[config.mk]
export PLATFORM = sky130hd
export DESIGN_NAME = pdpf_ctrl
export DESIGN_NICKNAME = d
export VERILOG_FILES = /design/src/sv/pd_path_follower_top_defines.svh /design/src/sv/pdpf_pkg.sv /design/src/sv/pdpf_ctrl.sv
export SDC_FILE = /design/constraint.sdc
export NUM_CORES = 1
export LEC_CHECK = 0
export BUFFER_PORTS_ARGS = -buffer_cell sky130_fd_sc_hd__buf_2
export CORE_MARGIN = 1
export CORE_UTILIZATION = 52
export DETAILED_ROUTE_END_ITERATION = 7
export PLACE_DENSITY = 0.81
export SLEW_MARGIN = 20
export SYNTH_ARGS = -nofsm -noshare
export SYNTH_HDL_FRONTEND = slang
export SYNTH_SLANG_ARGS = --single-unit
[constraint.sdc]
create_clock -name clk -period 4.9 [get_ports clk]
set_clock_uncertainty 0.2 [all_clocks]
set_input_delay 0.49 -clock clk [delete_from_list [all_inputs] [get_ports clk]]
set_output_delay 0.49 -clock clk [all_outputs]
set_load 0.1 [all_outputs]
[src/sv/pd_path_follower_top_defines.svh]
// Assertion macros shared by the path follower RTL.
`ifndef PD_PATH_FOLLOWER_TOP_DEFINES_SVH
`define PD_PATH_FOLLOWER_TOP_DEFINES_SVH
`ifndef ASSERT_OFF
`define PDPF_ASSERT(lbl, clk, rst_n, prop) \
	lbl: assert property (@(posedge clk) disable iff (!rst_n) prop) \
		else $error("pd_path_follower: assertion failed");
`define PDPF_NEVER(lbl, clk, rst_n, cond) \
	lbl: assert property (@(posedge clk) disable iff (!rst_n) !(cond)) \
		else $error("pd_path_follower: forbidden condition");
`else
`define PDPF_ASSERT(lbl, clk, rst_n, prop)
`define PDPF_NEVER(lbl, clk, rst_n, cond)
`endif
`endif

[src/sv/pdpf_pkg.sv]
// Shared types, codes and constants of the path follower.
package pdpf_pkg;

	localparam int PATH_DEPTH_DEF = 1024;
	localparam int EL_W           = 20;
	localparam int NUM_W          = 57;
	localparam int N_W            = 77;
	localparam int MA_W           = 34;
	localparam int MB_W           = 25;
	localparam int P_W            = 59;
	localparam int CFG_IDX_W      = 3;
	localparam int CFG_DATA_W     = 31;
	localparam int TGT_W          = 10;
	localparam int MUL_STEPS      = 16;

	localparam logic [EL_W-1:0] ONE_MILLION = 20'd1000000;

	localparam logic [CFG_IDX_W-1:0] CFG_PROP_GAIN  = 3'd0;
	localparam logic [CFG_IDX_W-1:0] CFG_DERIV_GAIN = 3'd1;
	localparam logic [CFG_IDX_W-1:0] CFG_LOOKAHEAD  = 3'd2;
	localparam logic [CFG_IDX_W-1:0] CFG_LIN_LIMIT  = 3'd3;
	localparam logic [CFG_IDX_W-1:0] CFG_ANG_LIMIT  = 3'd4;

	localparam logic [3:0] OP_NOP = 4'd0;
	localparam logic [3:0] OP_WW  = 4'd1;
	localparam logic [3:0] OP_ZZ  = 4'd2;
	localparam logic [3:0] OP_ZW  = 4'd3;
	localparam logic [3:0] OP_CDX = 4'd4;
	localparam logic [3:0] OP_SDY = 4'd5;
	localparam logic [3:0] OP_CDY = 4'd6;
	localparam logic [3:0] OP_SDX = 4'd7;
	localparam logic [3:0] OP_PF  = 4'd8;
	localparam logic [3:0] OP_DF  = 4'd9;
	localparam logic [3:0] OP_PL  = 4'd10;
	localparam logic [3:0] OP_DL  = 4'd11;

	typedef struct packed {
		logic               kind;
		logic signed [31:0] pos_x;
		logic signed [31:0] pos_y;
		logic               first_point;
		logic signed [15:0] quat_z;
		logic signed [15:0] quat_w;
		logic [19:0]        elapsed_us;
	} in_t;

	typedef struct packed {
		logic signed [31:0] linear_cmd;
		logic signed [31:0] angular_cmd;
		logic [TGT_W-1:0]   target_index;
		logic               path_empty;
	} out_t;

	typedef struct packed {
		logic       store;
		logic       load_in;
		logic       search_start;
		logic       cap_delta;
		logic [3:0] op;
		logic       axis;
		logic       div_start;
		logic       cap_lin;
		logic       cap_ang;
		logic       load_out;
		logic       empty;
	} cmd_t;

	typedef struct packed {
		logic path_empty;
		logic search_done;
		logic div_done;
	} sts_t;

	// Multiplier schedule; gaps let products land before their users read them.
	function automatic logic [3:0] mul_sched(input logic [3:0] step);
		logic [3:0] op;
		unique case (step)
			4'd0:    op = OP_WW;
			4'd1:    op = OP_ZZ;
			4'd2:    op = OP_ZW;
			4'd4:    op = OP_CDX;
			4'd5:    op = OP_SDY;
			4'd6:    op = OP_CDY;
			4'd7:    op = OP_SDX;
			4'd11:   op = OP_PF;
			4'd12:   op = OP_DF;
			4'd13:   op = OP_PL;
			4'd14:   op = OP_DL;
			default: op = OP_NOP;
		endcase
		return op;
	endfunction

endpackage

[src/sv/pdpf_ctrl.sv]
// Sequencer for point storage, target search, arithmetic and result hand-off.
module pdpf_ctrl (
	input  logic             clk,
	input  logic             arst_n,
	input  logic             in_valid,
	output logic             in_ready,
	input  logic             in_kind,
	output logic             out_valid,
	input  logic             out_ready,
	input  pdpf_pkg::sts_t   sts,
	output pdpf_pkg::cmd_t   cmd
);
	localparam logic [3:0] S_IDLE   = 4'd0;
	localparam logic [3:0] S_SEARCH = 4'd1;
	localparam logic [3:0] S_FETCH  = 4'd2;
	localparam logic [3:0] S_DELTA  = 4'd3;
	localparam logic [3:0] S_MUL    = 4'd4;
	localparam logic [3:0] S_DIVF   = 4'd5;
	localparam logic [3:0] S_DIVFW  = 4'd6;
	localparam logic [3:0] S_DIVLP  = 4'd7;
	localparam logic [3:0] S_DIVL   = 4'd8;
	localparam logic [3:0] S_DIVLW  = 4'd9;
	localparam logic [3:0] S_OUT    = 4'd10;

	logic [3:0] state_q, state_n;
	logic [3:0] step_q;
	logic       empty_q;
	logic       out_valid_q;
	logic       load;

	always_comb begin
		cmd      = '0;
		state_n  = state_q;
		in_ready = 1'b0;
		load     = 1'b0;
		unique case (state_q)
			S_IDLE: begin
				in_ready = 1'b1;
				if (in_valid) begin
					cmd.load_in = 1'b1;
					if (!in_kind) begin
						cmd.store = 1'b1;
					end else if (sts.path_empty) begin
						state_n = S_OUT;
					end else begin
						cmd.search_start = 1'b1;
						state_n = S_SEARCH;
					end
				end
			end
			S_SEARCH: if (sts.search_done) state_n = S_FETCH;
			S_FETCH:  state_n = S_DELTA;
			S_DELTA: begin
				cmd.cap_delta = 1'b1;
				state_n = S_MUL;
			end
			S_MUL: begin
				cmd.op = pdpf_pkg::mul_sched(step_q);
				if (step_q == 4'(pdpf_pkg::MUL_STEPS - 1)) state_n = S_DIVF;
			end
			S_DIVF: begin
				cmd.div_start = 1'b1;
				state_n = S_DIVFW;
			end
			S_DIVFW: begin
				if (sts.div_done) begin
					cmd.cap_lin = 1'b1;
					state_n = S_DIVLP;
				end
			end
			S_DIVLP: begin
				cmd.axis = 1'b1;
				state_n = S_DIVL;
			end
			S_DIVL: begin
				cmd.axis = 1'b1;
				cmd.div_start = 1'b1;
				state_n = S_DIVLW;
			end
			S_DIVLW: begin
				cmd.axis = 1'b1;
				if (sts.div_done) begin
					cmd.cap_ang = 1'b1;
					state_n = S_OUT;
				end
			end
			S_OUT: begin
				if (!out_valid_q || out_ready) begin
					load = 1'b1;
					cmd.load_out = 1'b1;
					cmd.empty = empty_q;
					state_n = S_IDLE;
				end
			end
			default: state_n = S_IDLE;
		endcase
	end

	always_ff @(posedge clk or negedge arst_n) begin
		if (!arst_n) begin
			state_q     <= S_IDLE;
			step_q      <= '0;
			empty_q     <= 1'b0;
			out_valid_q <= 1'b0;
		end else begin
			state_q <= state_n;
			if (state_q == S_MUL) step_q <= step_q + 4'd1;
			else step_q <= '0;
			if (state_q == S_IDLE && in_valid) empty_q <= in_kind && sts.path_empty;
			if (load) out_valid_q <= 1'b1;
			else if (out_ready) out_valid_q <= 1'b0;
		end
	end

	assign out_valid = out_valid_q;
endmodule

After elaboration in Yosys (flattened, before gate mapping)
Memories as Yosys holds them, arrays and structs flattened.
Cells that the tools add are included.
Storage, ports and cells
  flip-flop bits (word level): 10
  memory bits (read-only): 64
  logic and storage cells: 62
  memories: 1
Operators by class
  add/subtract/negate cells: 1
  equality and inequality tests: 18
  multiplexer cells: 29
  reduce and logical (&&, ||, !) cells: 9
Memories
  (no name shown): words 16, width 4, rd ports 1, clocked after memory_dff 0, wr ports 0, line pdpf_pkg.sv:77  | unique case (step)
Operators with widths (count)
  $pmux 4 s11: 1
  $mux 4: 10
  $eq 4x3->1 const B: 4
  $eq 4x4->1 const B: 4
  $mux 1: 14
  $ne 2x2->1 const B: 7
  $eq 4x2->1 const B: 2
  $reduce_and 7->1: 1
  $mux 3: 2
  $add 4x1->4 const B: 1
  $eq 4x1->1 const B: 1
  $logic_not 4->1: 1
  $mux 2: 2
  $reduce_or 3->1: 1
  $logic_and 1x1->1: 2
  $reduce_bool 2->1: 1
  $reduce_or 2->1: 1
  $logic_not 1->1: 1
  $logic_or 1x1->1: 1

Logic depth before layout (Yosys ltp)
  depth in word-level cells: 5
  depth in mapped cells: 5
  mapped depth without buffers: 5

Worst setup path before layout
OpenSTA, ideal clock, no wires.
  kind: register to output
  from: register state_q[2]
  to: output port cmd[11] (netlist name)
  arrival time: 6551 ps
  setup slack: -2341 ps
  stages on the path, launching flop included: 5
  buffers on the path: 1
  cells stage by stage: dfrtp_1 buf_2 nor4_1 nand2_1 nor3b_1
RTL lines
  start: declaration: line pdpf_ctrl.sv:25  | logic [3:0] state_q, state_n;
  start signal: assignment: line pdpf_ctrl.sv:106  | state_q <= state_n;
  end: declaration: line pdpf_ctrl.sv:11  | output pdpf_pkg::cmd_t cmd

==> run summary <==
The run finished with clean final reports. The aggregate routed wire length came out at 1386 um. The remaining routing DRC violations came out at 0. The footprint of the flip-flops and latches is between 200 and 300 um^2. Pin placement for this block handled 24 I/O pins. Traced cell by cell, the critical path runs through or4b_1 > nor3b_1 > buf_2.

The transition at the pin with the smallest max-transition slack came out at between 0.4 and 0.5 ns. The initialized floorplan defines 13 standard-cell rows. After legalization and detailed placement, the total HPWL measured 1057 um.

For the worst flop-to-flop path, the logic depth is 4. The gate count of the mapped netlist came out at 86. Averaged over all synthesized cells, the footprint is 8.744 um^2. In this run the worst path has a maximum fanout of 14. The core occupancy in the finished layout is 66.76%.

The design area came out at between 800 and 900 um^2. The number of global-route vias before repair was 482. The simple-gate share of the synthesized area is 30.28%. Once the floorplan was initialized, standard cells occupied 57.07% of the core. The first detailed-routing pass ran for 4 iterations.

The area of placed instances is around 850 um^2. The final-report max-slew violation count came out at 0. The number of warnings printed during yosys synthesis is 0. The total number of clock tree sinks came out at 10. The final weighted congestion of routability-driven global placement is 0.8343. The final-report hold violation count is 0.

IR analysis of the VDD net gives a maximum drop of 433.5 uV. The antenna violation net count after detailed routing is 0. The core box area came out at 1318 um^2. The compound-cell area share of the yosys netlist came out at 10.98%. Counting I/O delays and the setup requirement, the final critical path takes 2.873 ns. The worst-case headroom to the max-slew limit is 67.73%.

The category of the worst setup path launch point is a flip-flop. Before CTS, the worst setup slack after placement is 2.317 ns. The footprint of the multi-input gates is 444.2 um^2. The cell leakage power is 0.4481 nW. The flop and latch count out of synthesis came out at 10. The number of instances resized during post-cts repair came out at 0. The xor and xnor area share after synthesis is 5.824%. STA puts the critical path data required time at 4.21 ns. The number of filler cells placed in the layout is 105. The final antenna diode count came out at 0. The synthesized cell area is approximately 750 um^2. The minimum setup slack in the final design came out at around 2 ns. For this run, the top clock speed supported by timing is ~350 MHz. The main combinational cell family by area after synthesis is simple AND/OR/NAND/NOR gates. For the worst setup path, the data arrival time is 2.18 ns.

The fraction of layout cells with a size suffix above 1 is 30.48%. The post-layout net count is around 120. The number of antenna violations at the first check in global routing came out at 0. The TritonCTS buffer count is 3.

The slowest cell on the critical path is sky130_fd_sc_hd__or4b_1. The total chip power came out at 0.0005978 W. The routed via count divided by cell count is roughly 5.3. The class of the most critical hold timing path is reg -> reg. Setup violations remaining at the end of the flow were counted as 0. The fraction of the mapped netlist area in adder cells came out at 4.992%. The first-pass GRT wire length came out at 2139 um. Entering global routing, the biggest net connects 15 pins.

The proportion of synthesized chip area in sequential cells is approximately 33%. The overall via count from detail_route is 638. The height of the die came out at 40.03 um.

The count of input and output buffers came out at 23. The die area is between 1500 and 2000 um^2. The capturing element type of the critical path is an output pin. The portion of netlist area occupied by mux cells came out at 5.491%. The overall track demand over capacity in global routing is a little over a fifth. After detailed routing, the average wire length per cell comes to 11.55 um. The cell area power density is 679.6 nW/um^2. From left edge to right edge, the die measures approximately 40 um. The setup path with the least slack is of type reg -> out.

The detailed router finished its first iteration with 8 violations. The final setup TNS came out at 0 ns. Setup repair after global routing left no endpoint under its margin.

The delay of the slowest critical-path stage came out at 0.73 ns. The clock network latency to the later pin of the worst-skew pair came out at 0.26 ns. The clock slew at the register clock pins of the worst setup and hold paths is 0.06 ns. The worst hold path was traced through 2 stages. The worst-case clock buffer depth is 2.

Counting distinct cell types in the post-synthesis netlist gives 38. The H-tree level count is 1. The cell sitting at the root of the clock tree is a sky130_fd_sc_hd__clkbuf_4. TritonCTS built the clock tree. In the finished design, the share of the clock period the worst path needs comes to about three fifths. From synthesis to final layout, the design area changed by 16.97%. The number of nets in the synthesized netlist is 97. Max-cap violations in this run came to 0. The leftover overflow at the end of global routing is 0.
cell usage in the layout (no fill, tap or decap), types with 2 or more instances in the layout:
master,Yosys,routed
sky130_fd_sc_hd__nand2_1,8,8
sky130_fd_sc_hd__a21oi_1,2,2
sky130_fd_sc_hd__buf_2,1,23
sky130_fd_sc_hd__inv_1,5,5
sky130_fd_sc_hd__clkbuf_4,0,3
sky130_fd_sc_hd__ha_1,3,3
sky130_fd_sc_hd__dfrtp_1,10,10
sky130_fd_sc_hd__a32o_1,2,2
sky130_fd_sc_hd__mux2i_1,3,3
sky130_fd_sc_hd__nor2b_1,2,2
sky130_fd_sc_hd__nor2_1,13,13
sky130_fd_sc_hd__xor2_1,3,3
sky130_fd_sc_hd__nand3_1,2,2
sky130_fd_sc_hd__xnor2_1,2,2
per-stage QoR:
stage	instances	hold slack [ns]
CTS	120	0.2835
finish	120	0.2730
global placement	116	0.1552
floorplan	86	-0.005591
detailed placement	116	0.1570
global route	120	0.3008
final timing paths:
path	from	to	slack, ns
min in group asynchronous	arst_n	empty_q$_DFFE_PN0P_	0.41
worst max-delay path	state_q[3]$_DFFE_PN0P_	cmd[8]	2.03
max in group asynchronous	arst_n	state_q[3]$_DFFE_PN0P_	3.89
worst max register to register	state_q[3]$_DFFE_PN0P_	state_q[3]$_DFFE_PN0P_	2.60
worst min-delay path	empty_q$_DFFE_PN0P_	empty_q$_DFFE_PN0P_	0.27
worst min register to register	empty_q$_DFFE_PN0P_	empty_q$_DFFE_PN0P_	0.27
repair_timing:
action,in CTS,in global routing
hold buffers,1,0
endpoints found under the hold margin,10,0
buffers inserted,0,0
critical path: cells and delay by family (launching register included):
kind,cells,cell delay (ns)
buffers and inverters,1,0.45
DFF,1,0.51
and+or+nand+nor,2,0.97
report_power, final:
part	internal, W	switching, W
Clock	0.0000281	0.0000229
Sequential	0.000106	0.0000528
Combinational	0.000103	0.000285
Total	0.000237	0.000361
sequential cells by signal, summed over array words and instances, names as in the netlist:
signal     count
out_valid      1
step_q         4
empty_q        1
state_q        4
synthesized netlist by cell type, drive strengths merged:
cell type / count / area share, %
nor2: 13 / 6.5
dfrtp: 10 / 33
nand2: 8 / 4.0
buf: 5 / 5.2
inv: 5 / 2.5
clkbuf: 3 / 1.5
ha: 3 / 5.0
mux2i: 3 / 4.0
xor2: 3 / 3.5
a21oi: 2 / 1.3
a32o: 2 / 2.7
nand3: 2 / 1.3
nor2b: 2 / 1.7
nor3b: 2 / 2.0
xnor2: 2 / 2.3
a21o: 1 / 1.0
a22oi: 1 / 1.0
a31oi: 1 / 0.83
and2: 1 / 0.83
and2b: 1 / 1.0
mux2: 1 / 1.5
nand2b: 1 / 0.83
nand3b: 1 / 1.0
nand4b: 1 / 1.2
nand4bb: 1 / 2.2
nor3: 1 / 0.66
nor4: 1 / 0.83
nor4b: 1 / 1.2
o21ai: 1 / 0.66
o21bai: 1 / 1.0
o22ai: 1 / 0.83
o31ai: 1 / 1.7
or3: 1 / 0.83
or4: 1 / 1.5
or4b: 1 / 1.3
or4bb: 1 / 1.5
logic make-up after synthesis:
group	count (synthesis)
AOI/OAI and AO/OA	11
DFF	10
and+or+nand+nor	40
adders and majority gates	3
xor gates and xnor gates	5
buffers and inverters	13
muxes	4
cell type report:
type / count / share of cell area [%]
clock buffers: 3 / 2.560
inverters: 5 / 2.134
multi-input cells: 63 / 50.50
flip-flops and latches: 10 / 28.45
well taps: 15 / 2.134
repair buffers: 24 / 14.22
per-layer routing:
| metal | up-vias | wire (um) | track usage [%] |
|---|---|---|---|
| li1 | 335 | - | - |
| met4 | 0 | 0 | 5.172 |
| met5 | - | 0 | 0 |
| met2 | 13 | 622 | 29.03 |
| met1 | 290 | 694 | 29.72 |
| met3 | 0 | 69 | 8.333 |
Power figures use the tool's default switching activity.
